## config.mk

```make
export PLATFORM = sky130hd
export DESIGN_NAME = sigact_obuf
export DESIGN_NICKNAME = d
export VERILOG_FILES = /design/src/rtl/sigact_pkg.sv /design/src/rtl/sigact_obuf.sv
export SDC_FILE = /design/constraint.sdc
export NUM_CORES = 1
export LEC_CHECK = 0
export BUFFER_PORTS_ARGS = -buffer_cell sky130_fd_sc_hd__buf_4
export CAP_MARGIN = 10
export CORE_MARGIN = 2
export CORE_UTILIZATION = 45
export CTS_CLUSTER_SIZE = 30
export DETAILED_ROUTE_END_ITERATION = 8
export GPL_TIMING_DRIVEN = 1
export PLACE_DENSITY = 0.69
export SLEW_MARGIN = 20
export SYNTH_ARGS = -nofsm -noshare
export SYNTH_HDL_FRONTEND = slang
export SYNTH_SLANG_ARGS = --single-unit
export TNS_END_PERCENT = 20
```

## constraint.sdc

```tcl
create_clock -name clk -period 1.6 [get_ports clk]
set_clock_uncertainty 0.2 [all_clocks]
set_input_delay 0.24 -clock clk [delete_from_list [all_inputs] [get_ports clk]]
set_output_delay 0.24 -clock clk [all_outputs]
set_load 0.01 [all_outputs]
```

## src/rtl/sigact_pkg.sv

```systemverilog
package sigact_pkg;

  // command codes
  localparam logic CMD_FWD = 1'b0;
  localparam logic CMD_BWD = 1'b1;

  // fixed-point layout
  localparam int X_W    = 16;
  localparam int RES_W  = 17;
  localparam int S_W    = 16;
  localparam int Q62_W  = 64;

  // exp chain: one squaring constant per bit of |x|
  localparam int EXP_STEPS = 16;
  // restoring division: one quotient bit per stage
  localparam int DIV_STEPS = 17;
  localparam int Q_W       = DIV_STEPS + 1;

  localparam logic [Q62_W-1:0] Q62_ONE = 64'd1 << 62;

  // series for exp(-2^-11), truncated after the fifth-order term
  localparam logic [Q62_W-1:0] TAY1 = Q62_ONE >> 11;
  localparam logic [Q62_W-1:0] TAY2 = (TAY1 >> 11) / 2;
  localparam logic [Q62_W-1:0] TAY3 = (TAY2 >> 11) / 3;
  localparam logic [Q62_W-1:0] TAY4 = (TAY3 >> 11) / 4;
  localparam logic [Q62_W-1:0] TAY5 = (TAY4 >> 11) / 5;
  localparam logic [Q62_W-1:0] EXP_C0 = Q62_ONE - TAY1 + TAY2 - TAY3 + TAY4 - TAY5;

  typedef logic [EXP_STEPS-1:0][Q62_W-1:0] exp_tab_t;

  // q2.62 product, rounded half up (elaboration only)
  function automatic logic [Q62_W-1:0] q62_mul(input logic [Q62_W-1:0] a,
                                               input logic [Q62_W-1:0] b);
    logic [2*Q62_W-1:0] p;
    p = {64'd0, a} * {64'd0, b};
    return p[125:62] + {63'd0, p[61]};
  endfunction

  // exp(-2^i / 2048) by repeated squaring
  function automatic exp_tab_t exp_table();
    exp_tab_t c;
    c[0] = EXP_C0;
    for (int i = 1; i < EXP_STEPS; i++) begin
      c[i] = q62_mul(c[i-1], c[i-1]);
    end
    return c;
  endfunction

  localparam exp_tab_t EXP_C = exp_table();

  // per-item side data carried down the pipeline
  typedef struct packed {
    logic                  command;
    logic                  last;
    logic                  x_neg;
    logic [X_W-1:0]        mag;
    logic signed [X_W-1:0] grad;
  } meta_t;

  // finished result
  typedef struct packed {
    logic signed [RES_W-1:0] result_value;
    logic                    last_out;
  } res_t;

  // output buffer status
  typedef struct packed {
    logic full;
    logic empty;
  } obuf_status_t;

endpackage

```

## src/rtl/sigact_obuf.sv

```systemverilog
module sigact_obuf (
  input  logic                      clk,
  input  logic                      rst,
  input  logic                      push,
  input  sigact_pkg::res_t          push_res,
  input  logic                      pop,
  output logic                      out_valid,
  output sigact_pkg::res_t          out_res,
  output sigact_pkg::obuf_status_t  status
);
  import sigact_pkg::*;

  // two-entry result queue
  res_t       mem [2];
  logic       wr_ptr;
  logic       rd_ptr;
  logic [1:0] count;
  logic [1:0] count_next;

  always_comb begin
    count_next = count;
    if (push && !pop) begin
      count_next = count + 2'd1;
    end else if (pop && !push) begin
      count_next = count - 2'd1;
    end
  end

  // pointers and fill
  always_ff @(posedge clk) begin
    if (rst) begin
      wr_ptr <= 1'b0;
      rd_ptr <= 1'b0;
      count  <= 2'd0;
    end else begin
      if (push) begin
        wr_ptr <= ~wr_ptr;
      end
      if (pop) begin
        rd_ptr <= ~rd_ptr;
      end
      count <= count_next;
    end
  end

  // storage
  always_ff @(posedge clk) begin
    if (push) begin
      mem[wr_ptr] <= push_res;
    end
  end

  assign out_valid    = (count != 2'd0);
  assign out_res      = mem[rd_ptr];
  assign status.full  = (count == 2'd2);
  assign status.empty = (count == 2'd0);
endmodule
```

### Word level (Yosys, flattened, before mapping)

Memories as Yosys holds them, arrays and structs flattened. A register that Yosys moved wholly into a read port is not among the register bits.
Cells that the tools add are included.

| storage, ports and cells | value |
|---|---|
| flip-flop bits (word level) | 4 |
| bits in writable memories | 36 |
| input port bits | 22 |
| output and inout bits | 21 |
| logic and storage cells | 22 |
| memories kept | 1 |

Memories:

| memory | words | bits a word | read ports | clocked after memory_dff | write ports | RTL line | source |
|---|---|---|---|---|---|---|---|
| mem | 2 | 18 | 1 | 1 | 1 | sigact_obuf.sv:14 | `res_t mem [2];` |

| cells by class | value |
|---|---|
| $add $sub $neg | 2 |
| equality and inequality tests | 1 |
| multiplexer cells | 6 |
| bitwise operators | 2 |
| reductions and logical operators | 7 |

Operators with widths:

| kind | number |
|---|---|
| 1-bit 2-to-1 mux | 4 |
| 2-bit 2-to-1 mux | 2 |
| 2-bit nonzero test | 2 |
| 2-bit by 1-bit adder with 2-bit output, second input constant | 1 |
| 2-bit equality test, second input constant | 1 |
| 1-bit logical AND | 2 |
| 1-bit zero test | 2 |
| 2-bit zero test | 1 |
| 1-bit NOT | 2 |
| 2-bit by 1-bit subtractor with 2-bit output, second input constant | 1 |

### Depth between registers and ports, before layout

| depth | value |
|---|---|
| word-level depth | 4 |
| mapped depth | 5 |
| depth with buffers taken out | 5 |

### Least setup slack after synthesis

No wires, ideal clock.

| timing path | value |
|---|---|
| path kind | register to register |
| start point | register wr_ptr |
| end point | memory mem[0][0] (netlist bit), enable pin |
| setup time | 395 ps |
| data arrival time | 1153 ps |
| required time | 1005 ps |
| path slack | -147 ps |
| cell stages (with the launch flop) | 2 |
| buffers on the path | 0 |
| period minus slack after synthesis | 1747 ps |
| cells stage by stage | dfxtp_1 -> nor2b_1 |

RTL lines:

| element | RTL line | source |
|---|---|---|
| start: declaration | sigact_obuf.sv:15 | `logic wr_ptr;` |
| start signal: assignment | sigact_obuf.sv:37 | `wr_ptr <= ~wr_ptr;` |
| end: declaration | sigact_obuf.sv:14 |  |

No word-level cell before the write port.

==> flow_metrics.py <==
metrics = {
    "outcome": {
        "outcome": "finished with violations",
        "violations": "setup timing",
    },
    "timing": {
        "tightest_slew_ns": 0.1636,
        "fmax_mhz": 556.0,
        "setup_ws_ns": -0.1986,
        "slew_violations": 0,
        "rsz0062_at_grt": "yes",
        "period_share_pct": 112.4,
        "maxSlewHeadroom_pct": 89.02,
        "timing.final.setup_violations": 18,
        "min_period_ns": 1.799,
        "finalHoldViolCount": 0,
    },
    "critical_path": {
        "ff2ff_setup_slack_ns": 0.20,
        "r2r_cells": 3,
        "worstReg2RegEnd": "rd_ptr",
        "end_kind": "output pin",
        "start_kind": "register",
        "critPathRequiredTime_ns": 1.16,
        "critPathKind": "reg2out",
        "crit_arrival_ns": 1.36,
        "cp_max_fo": 5,
        "r2r-start": "rd_ptr",
    },
    "layout": {
        "nFillCells": 207,
        "n_antenna_cell": 0,
        "final_nets": 178,
        "area_growth_pct": 56.03,
        "drive_gt1_share_pct": 51.28,
    },
    "routing": {
        "postRouteAntennaNets": 0,
        "detail_route.iter0.violations": 27,
        "drc": 0,
        "num_vias": 930,
        "via_per_inst": 4.604,
        "wl_per_cell_um": 14.41,
        "firstDrtPassIters": 4,
        "routed_wl_mm": 2.910,
    },
    "synthesis": {
        "synth_cell_types": 17,
        "syn_nets": 102,
        "yosys_warnings": 0,
        "yosysSeqAreaShare_pct": 78.02,
        "syn-instance-count": 79,
        "syn-mean-instance-area_sq_um": 19.16,
        "ys_ff_latch": 41,
        "synthesis.area_sq_mm": 0.001514,
    },
    "floorplan": {
        "die-area_sq_mm": 0.003844,
        "die_y_um": 62,
        "die_w_um": 62,
        "start_util_pct": 46.10,
        "rows": 21,
        "coreArea_sq_mm": 0.003284,
        "pin_count": 43,
    },
    "global_route": {
        "grt_overflow": 0,
        "grt_util_all_layers_pct": 13.93,
        "antenna_found_initial": 0,
        "grt_max_degree": 13,
        "grt_pass1_vias": 893,
        "grt_pass1_wl_mm": 3.636,
    },
    "place": {
        "port_buffers": 42,
        "gp_congestion": 0.6935,
        "dpl.hpwl_mm": 1.646,
        "pre_cts_slack_ns": 0.1341,
    },
    "clock_network": {
        "cts_tree": "built",
        "worstSkewPairLatency_ns": 0.33,
        "cts_max_path_buffers": 2,
        "clkSinkCount": 41,
        "postCtsSetupBuffers": 0,
        "root_buffer": "clkbuf_4",
        "cts_buffers": 5,
        "htreeDepth": 2,
        "path_clk_slew_ns": 0.11,
    },
    "hold_path": {
        "hold_depth": 4,
        "hp-start": "push",
        "hold_end": "count[0]",
        "worstHoldPathType": "in2reg",
    },
    "pwr": {
        "powerDensity_mw_per_mm2": 950.1,
        "max-vdd-ir-drop_uv": 619.5,
        "fin_total_pwr_mw": 2.244,
        "cellLeakagePower_nw": 0.9612,
    },
    "job": {
        "maxCapViolCount": 0,
    },
}
## where the power goes
part / switching [mW] / total, mW / internal [mW]
clock network: 0.305 / 0.473 / 0.168
registers: 0.0302 / 1.27 / 1.24
logic: 0.183 / 0.499 / 0.316
total: 0.518 / 2.24 / 1.73
## cell usage in the layout, fill, tap and decap left out, types with 2 or more instances in the layout
cell type and count:
inv_1 2, edfxtp_1 36, clkbuf_4 5, mux2_2 3, xnor2_1 2, mux2_4 15
dfxtp_2 2, dfxtp_1 2, dlygate4sd3_1 22, xor2_1 2, buf_8 2, buf_6 18
nor2_1 4, buf_4 28, clkinv_2 2
## area by class of cell
cell class	instances	area [sq um]	area share [%]
Multi-Input combinational cell	34	370.4	15.68
Clock inverter	2	10.01	0.4237
Tap cell	46	57.56	2.436
Clock buffer	6	41.29	1.748
Timing Repair Buffer	71	688.2	29.13
Inverter	2	7.507	0.3178
Sequential cell	41	1187	50.26
## per-layer routing
layer	GRT usage [%]	vias up	share of wire, %
met3	6.832	4	6.4
met2	24.11	37	56
met5	0	-	0
met1	14.13	440	36
met4	6.079	0	1.0
li1	-	449	-
## worst max-delay path, cell delays in order (launching register included)
cell	delay [ns]
dfxtp_4	0.40
clkbuf_16	0.15
mux2_2	0.34
buf_6	0.12
## per-stage QoR
step           util [%]  hold WS, ns  std cells  setup TNS [ns]  instance area [sq um]
3_3_place_gp      58.40       0.2248        171               0                   1918
3_5_place_dp      58.40       0.2276        171               0                   1918
5_1_grt           71.92       0.1580        202          -3.950                   2362
4_1_cts           67.89       0.1422        201          -3.290                   2230
2_1_floorplan         -       0.1091         79               0                   1516
6_report          71.92       0.1487        202          -2.922                   2362
## logic make-up (layout without fill, tap and decap cells)
kind of cell / count (synthesis) / after routing / share of synthesized area [%]
flip-flops: 41 / 41 / 78.02
multiplexers: 18 / 18 / 13.39
AND/OR/NAND/NOR: 9 / 9 / 3.224
XOR/XNOR: 4 / 4 / 2.314
buffers and inverters: 4 / 81 / 1.570
AO/OA/AOI/OAI: 2 / 2 / 0.6605
adder cells (fa/ha/maj): 1 / 1 / 0.8263
## how the worst max path moves through the flow
stage,to,start,cells after the start
3_3_place_gp,out_res[7],register,3
2_1_floorplan,mem[1][0],wr_ptr,1
6_report,out_res[12],register,3
5_1_grt,out_res[12],register,3
4_1_cts,out_res[6],register,3
3_5_place_dp,count[1],push,4
## timing repair
item                                    4_1_cts  5_1_grt
resized for setup                            13       29
endpoints found under the setup margin       19       18
cloned                                        0        1
endpoints found under the hold margin        41        0
hold buffers                                 22        0
## cell usage after synthesis (all sizes together)
library cell	n	share of area, %
nor2b	1	0.41
buf	2	1.1
mux2	18	13
inv	2	0.50
and2b	1	0.58
and2	1	0.41
or2	1	0.41
xor2	2	1.2
xnor2	2	1.2
dfxtp	5	6.6
ha	1	0.83
o21ai	1	0.33
edfxtp	36	71
or3	1	0.41
a21oi	1	0.33
nor2	4	0.99
## state kept, by name, indices dropped and copies added, names as in the netlist, named ones only
| register | flops |
|---|---|
| count | 2 |
| rd_ptr | 1 |
| mem | 36 |
| wr_ptr | 1 |
Note: power is estimated with default switching activity, not from simulation.
