File: src/rtl/sigact_pkg.sv
package sigact_pkg;

  // command codes
  localparam logic CMD_FWD = 1'b0;
  localparam logic CMD_BWD = 1'b1;

  // fixed-point layout
  localparam int X_W    = 16;
  localparam int RES_W  = 17;
  localparam int S_W    = 16;
  localparam int Q62_W  = 64;

  // exp chain: one squaring constant per bit of |x|
  localparam int EXP_STEPS = 16;
  // restoring division: one quotient bit per stage
  localparam int DIV_STEPS = 17;
  localparam int Q_W       = DIV_STEPS + 1;

  localparam logic [Q62_W-1:0] Q62_ONE = 64'd1 << 62;

  // series for exp(-2^-11), truncated after the fifth-order term
  localparam logic [Q62_W-1:0] TAY1 = Q62_ONE >> 11;
  localparam logic [Q62_W-1:0] TAY2 = (TAY1 >> 11) / 2;
  localparam logic [Q62_W-1:0] TAY3 = (TAY2 >> 11) / 3;
  localparam logic [Q62_W-1:0] TAY4 = (TAY3 >> 11) / 4;
  localparam logic [Q62_W-1:0] TAY5 = (TAY4 >> 11) / 5;
  localparam logic [Q62_W-1:0] EXP_C0 = Q62_ONE - TAY1 + TAY2 - TAY3 + TAY4 - TAY5;

  typedef logic [EXP_STEPS-1:0][Q62_W-1:0] exp_tab_t;

  // q2.62 product, rounded half up (elaboration only)
  function automatic logic [Q62_W-1:0] q62_mul(input logic [Q62_W-1:0] a,
                                               input logic [Q62_W-1:0] b);
    logic [2*Q62_W-1:0] p;
    p = {64'd0, a} * {64'd0, b};
    return p[125:62] + {63'd0, p[61]};
  endfunction

  // exp(-2^i / 2048) by repeated squaring
  function automatic exp_tab_t exp_table();
    exp_tab_t c;
    c[0] = EXP_C0;
    for (int i = 1; i < EXP_STEPS; i++) begin
      c[i] = q62_mul(c[i-1], c[i-1]);
    end
    return c;
  endfunction

  localparam exp_tab_t EXP_C = exp_table();

  // per-item side data carried down the pipeline
  typedef struct packed {
    logic                  command;
    logic                  last;
    logic                  x_neg;
    logic [X_W-1:0]        mag;
    logic signed [X_W-1:0] grad;
  } meta_t;

  // finished result
  typedef struct packed {
    logic signed [RES_W-1:0] result_value;
    logic                    last_out;
  } res_t;

  // output buffer status
  typedef struct packed {
    logic full;
    logic empty;
  } obuf_status_t;

endpackage

File: src/rtl/sigact_grad.sv
module sigact_grad (
  input  logic                       clk,
  input  logic                       rst,
  input  logic                       en,
  input  logic                       in_valid,
  input  sigact_pkg::meta_t          in_meta,
  input  logic [sigact_pkg::S_W-1:0] in_s,
  output logic                       out_valid,
  output sigact_pkg::res_t           out_res
);
  import sigact_pkg::*;

  // stage 1: s*(1-s) and |grad|
  logic             v1;
  logic             cmd1;
  logic             last1;
  logic             neg1;
  logic [S_W-1:0]   s1;
  logic [30:0]      deriv1;
  logic [X_W-1:0]   gm1;
  // stage 2: |grad| * s*(1-s)
  logic             v2;
  logic             cmd2;
  logic             last2;
  logic             neg2;
  logic [S_W-1:0]   s2;
  logic [46:0]      mfull2;
  // stage 3: pass s (forward), or round and sign the gradient (backward)
  logic             v3;
  res_t             res3;

  logic [16:0]      comp;
  logic [32:0]      dprod;
  logic [47:0]      rsum;
  logic [13:0]      mag;
  logic [RES_W-1:0] smag;
  logic [RES_W-1:0] res_next;

  always_comb begin
    comp  = 17'h10000 - {1'b0, in_s};
    dprod = in_s * comp;
    rsum  = {1'b0, mfull2} + 48'h0000_8000_0000;
    mag   = rsum[45:32];
    smag  = {{(RES_W-14){1'b0}}, mag};
    unique case (cmd2)
      CMD_FWD: res_next = {1'b0, s2};
      CMD_BWD: res_next = neg2 ? RES_W'(-smag) : smag;
      default: res_next = '0;
    endcase
  end

  // valid bits
  always_ff @(posedge clk) begin
    if (rst) begin
      v1 <= 1'b0;
      v2 <= 1'b0;
      v3 <= 1'b0;
    end else if (en) begin
      v1 <= in_valid;
      v2 <= v1;
      v3 <= v2;
    end
  end

  // gradient datapath
  always_ff @(posedge clk) begin
    if (en) begin
      cmd1   <= in_meta.command;
      last1  <= in_meta.last;
      neg1   <= in_meta.grad[X_W-1];
      s1     <= in_s;
      deriv1 <= dprod[30:0];
      gm1    <= in_meta.grad[X_W-1] ? X_W'(-in_meta.grad) : in_meta.grad;
      cmd2   <= cmd1;
      last2  <= last1;
      neg2   <= neg1;
      s2     <= s1;
      mfull2 <= gm1 * deriv1;
      res3.result_value <= res_next;
      res3.last_out     <= last2;
    end
  end

  assign out_valid = v3;
  assign out_res   = res3;
endmodule

File: config.mk
export PLATFORM = sky130hd
export DESIGN_NAME = sigact_grad
export DESIGN_NICKNAME = d
export VERILOG_FILES = /design/src/rtl/sigact_pkg.sv /design/src/rtl/sigact_grad.sv
export SDC_FILE = /design/constraint.sdc
export NUM_CORES = 2
export LEC_CHECK = 0
export BUFFER_PORTS_ARGS = -buffer_cell sky130_fd_sc_hd__buf_2
export CAP_MARGIN = 20
export CELL_PAD_IN_SITES_DETAIL_PLACEMENT = 2
export CELL_PAD_IN_SITES_GLOBAL_PLACEMENT = 2
export CORE_MARGIN = 5
export CORE_UTILIZATION = 40
export CTS_CLUSTER_DIAMETER = 100
export DETAILED_ROUTE_END_ITERATION = 10
export GPL_TIMING_DRIVEN = 0
export PLACE_DENSITY_LB_ADDON = 0.1
export SKIP_LAST_GASP = 1
export SLEW_MARGIN = 20
export SYNTH_ARGS = -nofsm -noshare
export SYNTH_HDL_FRONTEND = slang
export SYNTH_SLANG_ARGS = --single-unit
File: constraint.sdc
create_clock -name clk -period 11.4 [get_ports clk]
set_input_delay 1.14 -clock clk [delete_from_list [all_inputs] [get_ports clk]]
set_output_delay 1.14 -clock clk [all_outputs]
set_load 0.05 [all_outputs]
After elaboration in Yosys (flattened, before gate mapping)
Cells that the tools add are included.
W data, S select, Z words.
{"block": "word_totals", "output_inout_bits": 19, "register_bits": 152, "in_bits": 55, "elab_cells": 27}
{"block": "classes", "n_mux": 3, "add_sub_neg": 4, "multipliers": 2, "bitwise_logic": 1}
{"op": "$add A46 B32 Y46 const B", "n": 1}
{"op": "$mul A16 B31 Y46", "n": 1}
{"op": "$pmux W17 S2", "n": 1}
{"op": "$mul A16 B17 Y31", "n": 1}
{"op": "$mux W17", "n": 1}
{"op": "$neg A14 Y17", "n": 1}
{"op": "$sub A17 B16 Y17 const A", "n": 1}
{"op": "$neg A16 Y16", "n": 1}
{"op": "$mux W15", "n": 1}
{"op": "$not A1 Y1", "n": 1}

Longest topological paths before layout
{"block": "logic_depth", "depth_word": 4, "ltp_mapped": 31, "mapped_depth_nobuf": 29}

Least setup slack after synthesis
Ideal clock, no wire load.
{"block": "synth_path", "path_type": "input to register", "from": "input in_s[1] in the netlist's numbering", "to": "register deriv1[29], data pin", "n_path_buf": 2, "path_slack_ns": 2.733, "t_arrival_ns": 8.406, "stages": 29, "setup_ns": 0.261, "t_required_ns": 11.139, "cell_sequence": "clkbuf_1 inv_1 ha_1 nor3b_1 nand2b_1 or3_1 nor3_1 nor3b_1 ha_1 clkbuf_1 nand2b_1 fa_1 fa_1 inv_1 fa_1 fa_1 fa_1 inv_1 fa_1 inv_1 ha_1 a21o_1 a21o_1 a21o_1 a211o_1 a221oi_2 nor2_1 o31a_1 a311o_1"}
{"block": "synth_between", "elab_chain_len": 2}
{"element": "start: declaration", "line_no": "sigact_grad.sv:7", "rtl": "input logic [sigact_pkg::S_W-1:0] in_s,"}
{"element": "$sub A17 B16 Y17", "line_no": "sigact_grad.sv:40", "rtl": "comp = 17'h10000 - {1'b0, in_s};"}
{"element": "$mul A16 B17 Y31 (*)", "line_no": "sigact_grad.sv:41", "rtl": "dprod = in_s * comp;"}
{"element": "net dprod[29]", "line_no": "sigact_grad.sv:33", "rtl": "logic [32:0] dprod;"}
{"element": "end signal: assignment", "line_no": "sigact_grad.sv:72", "rtl": "deriv1 <= dprod[30:0];"}
{"element": "end: declaration", "line_no": "sigact_grad.sv:19", "rtl": "logic [30:0] deriv1;"}
Mark *: on every way through the listed nets, which the timed path passes. The rest lies on a longest branch.
A chain may end at the register's enable or synchronous reset.

Worst setup path after layout
{"block": "layout_path", "from": "input in_s[0] in the netlist's numbering", "to": "register deriv1[30], data pin"}
Same word-level chain as after synthesis.

==> summary by stage <==
Global route
The number of antenna violations at the first check in global routing is 4. The global-route wire length before repair is roughly 150000 um. The remaining global-route overflow is 0.

For this run, the total global-route usage over all layers was measured as 0.250. The number of global-route vias before repair is 24700. The maximum number of pins on one net before global-route repair is 62.

Timing
Of the available clock period, the critical path in the final layout requires 0.896. The final max-slew violation count is 0. Across the routed clock network, the largest skew measured is between 0.015 and 0.02 ns. The routed design could run at a clock period as short as between 10 and 15 ns.

The setup TNS after final layout is 0 ns. The number of endpoints with negative hold slack in the final report came to 0. Setup violations remaining at the end of the flow were counted as 0. The maximum achievable frequency is between 90 and 100 MHz. The worst slew slack as a fraction of its limit is 0.303. Setup repair after global routing left no endpoint under its margin. Setup slack on the critical path of the routed design comes to about 1.2 ns. The pin slew with the least headroom to its limit is roughly 1.0 ns.

Logic synthesis
In this run the cell area of the synthesized design comes to around 0.028 mm2. Dividing the synthesized area by the synthesized cell count gives 9.66 um2. Counting distinct cell types in the post-synthesis netlist gives 72. The dominant register cell in the synthesized netlist is edfxtp_1.

The Yosys step of the flow raised 0 warnings. In this run, synthesis inferred 117 flip-flops with an integrated enable. Of all flip-flops after synthesis, the portion carrying an async set or reset was 0. The sequential fraction of the synthesis area is 0.126. Synthesis handed over a netlist of ~2900 instances. The synthesized design contains 120 register bits.

Worst setup path
The most numerous cell type found on the critical path is fa_1. The start-to-end type of the worst setup path is in -> reg. In this run the worst path has a maximum fanout of 11. The timing startpoint of the critical path is in_s[0]. The required time at the worst-slack endpoint is 11.57 ns.

Among all stages on the critical path, the largest delay is contributed by fa_1. The worst setup path is launched from an input pin. The longest individual stage delay on the worst path is 0.56 ns. The data arrival time of the critical path is just over 10 ns. STA classifies the critical path endpoint as a flip-flop. The startpoint identified for the worst register-to-register timing path is gm1[7].

Cells and area
Of the cells placed in the final design, the portion with a size suffix greater than 1 is 0.0411. The fill cell total of the finished layout is between 7000 and 8000. The synthesis-to-finish area growth is 7.43%. The net count of the finished layout is 3921. The post-route non-filler standard cell count is between 3000 and 4000.

Placed design
Prior to clock tree synthesis, the placed netlist has a worst setup slack of between 0.7 and 0.8 ns. The placed wire-length estimate is 81800 um. The routability congestion estimate from global placement is 0.874. The count of buffers added on input and output ports is 56.

After detailed placement, the design holds a cell count of 3951.

Hold path
The class of the tightest hold or removal check is reg -> reg. The start point of the worst min-delay path is s1[13].

Clock tree
The CTS H-tree depth is 4. TritonCTS built the clock tree. The number of gates resized after cts is 0. No sink is reached through more buffers than the 2 on the longest clock path. Hold repair after CTS inserted 0 buffers.

The root buffer cell is clkbuf_16. The clock transition at the register clock pins on the worst setup and hold paths after CTS is 0.06 ns. CTS saw 120 sinks. The later pin in the worst-skew pair is clocked with a latency of ~0.44 ns.

The number of clock buffers inserted by TritonCTS is 17. Buffers added to address setup during post-CTS repair amount to 0.

Floorplanning
From bottom edge to top edge, the die measures about 280 um. Row generation in the floorplan step produced a little under 100 rows. The initial utilization of the core area, before any placement, comes to 0.405. The die is 277 um wide.

The core region is around 0.070 mm2. between 70 and 80 I/O pins were placed. The die area is about 0.077 mm2.

Route
The DRC marker count from the first detailed-route iteration is roughly 840. Wires add up to approximately 95000 um. The routed length per instance is about 24 um.

The total iterations of the first detailed-routing run is 4. Once detail routing completed, the nets flagged for antenna violations numbered 0. The mean number of vias per cell is approximately 5.1. The total DRC errors in the routed layout is 0. The routed layout has 20300 vias.

Status
The run finished with clean final reports.

Job
Across the run, the number of max-cap violations was 0.
## critical path, delay by kind of cell
| family | cells | cell delay (ns) |
|---|---|---|
| xor gates and xnor gates | 1 | 0.11 |
| adders and majority gates | 9 | 3.82 |
| AOI/OAI and AO/OA | 5 | 1.42 |
| and+or+nand+nor | 9 | 2.32 |
| buffers and inverters | 7 | 1.56 |
## cells in the final DEF, fill, tap and decap left out, types with 17 or more instances in the layout
cell type,instances
a21o_1,17
clkbuf_1,120
edfxtp_1,117
nand2b_1,114
a21oi_1,44
xnor2_1,64
and2_1,226
nand2_1,340
nor2_1,49
ha_1,227
clkbuf_16,17
nand3_1,17
xor2_1,24
o21ai_0,26
buf_2,56
nor2b_1,97
fa_1,609
inv_1,696
## sequential cells by signal, indices dropped and copies added (netlist names), 15 cells and up
name and flops:
deriv1 30, s1 16, s2 16, out_res 18
gm1 16, mfull2 15
## routing by layer
metal,vias to the layer above,GRT usage,share of wire
met5,-,0,0.00014
met4,2,0.0674,0.030
met3,131,0.0193,0.028
li1,8916,-,-
met2,340,0.477,0.53
met1,10900,0.305,0.41
## cell usage after synthesis (13+ instances only)
library cell / number / area [um2]
nand2_1: 340 / 1280
nand3_1: 17 / 85.1
a21oi_1: 44 / 220
xnor2_1: 64 / 561
ha_1: 227 / 2840
fa_1: 609 / 12200
edfxtp_1: 117 / 3510
mux2_2: 14 / 158
and2_1: 226 / 1410
nor2_1: 49 / 184
inv_1: 696 / 2610
clkbuf_1: 119 / 447
nor2b_1: 97 / 607
a21o_1: 17 / 128
o21ai_0: 26 / 130
nor3_1: 13 / 65.1
nand2b_1: 114 / 713
xor2_1: 24 / 210
## kinds of logic (layout without fill, tap and decap cells)
logic type                 after synthesis  in the layout  share of synthesized area
xor gates and xnor gates                88             88                     0.0271
DFF                                    120            120                      0.126
adders and majority gates              836            836                      0.529
and+or+nand+nor                        907            907                      0.166
AOI/OAI and AO/OA                      157            157                     0.0381
muxes                                   17             17                    0.00660
other                                    2             14                   0.000264
buffers and inverters                  817            906                      0.108
## path summary, 6_finish.rpt
path / to / slack [ns] / cells past startpoint
worst max-delay path: deriv1[30] / 1.19 / 31
worst min-delay path: s2[13] / 0.42 / 0
worst max register to register: mfull2[40] / 2.68 / 21
worst min register to register: s2[13] / 0.42 / 0
## layout make-up
type	instances	area, um2	share of cell area
Multi-Input combinational cell	2017	21800	0.715
Sequential cell	120	3570	0.117
Inverter	696	2610	0.0855
Tap cell	940	1180	0.0385
Buffer	121	457	0.0149
Clock buffer	18	429	0.0140
Timing Repair Buffer	57	314	0.0103
Clock inverter	14	151	0.00496
Antenna cell	2	5.00	0.000164
## stage by stage
step                      hold slack, ns   util  cell area (um2)
after floorplan                    0.400      -            28500
after global placement             0.401  0.426            29900
after detailed placement           0.407  0.426            30000
after CTS                          0.418  0.435            30500
after global routing               0.436  0.435            30500
final                              0.417  0.435            30600
Power is not shown: default switching activity piles up to over one toggle a cycle in this logic, so the estimate is an artifact.
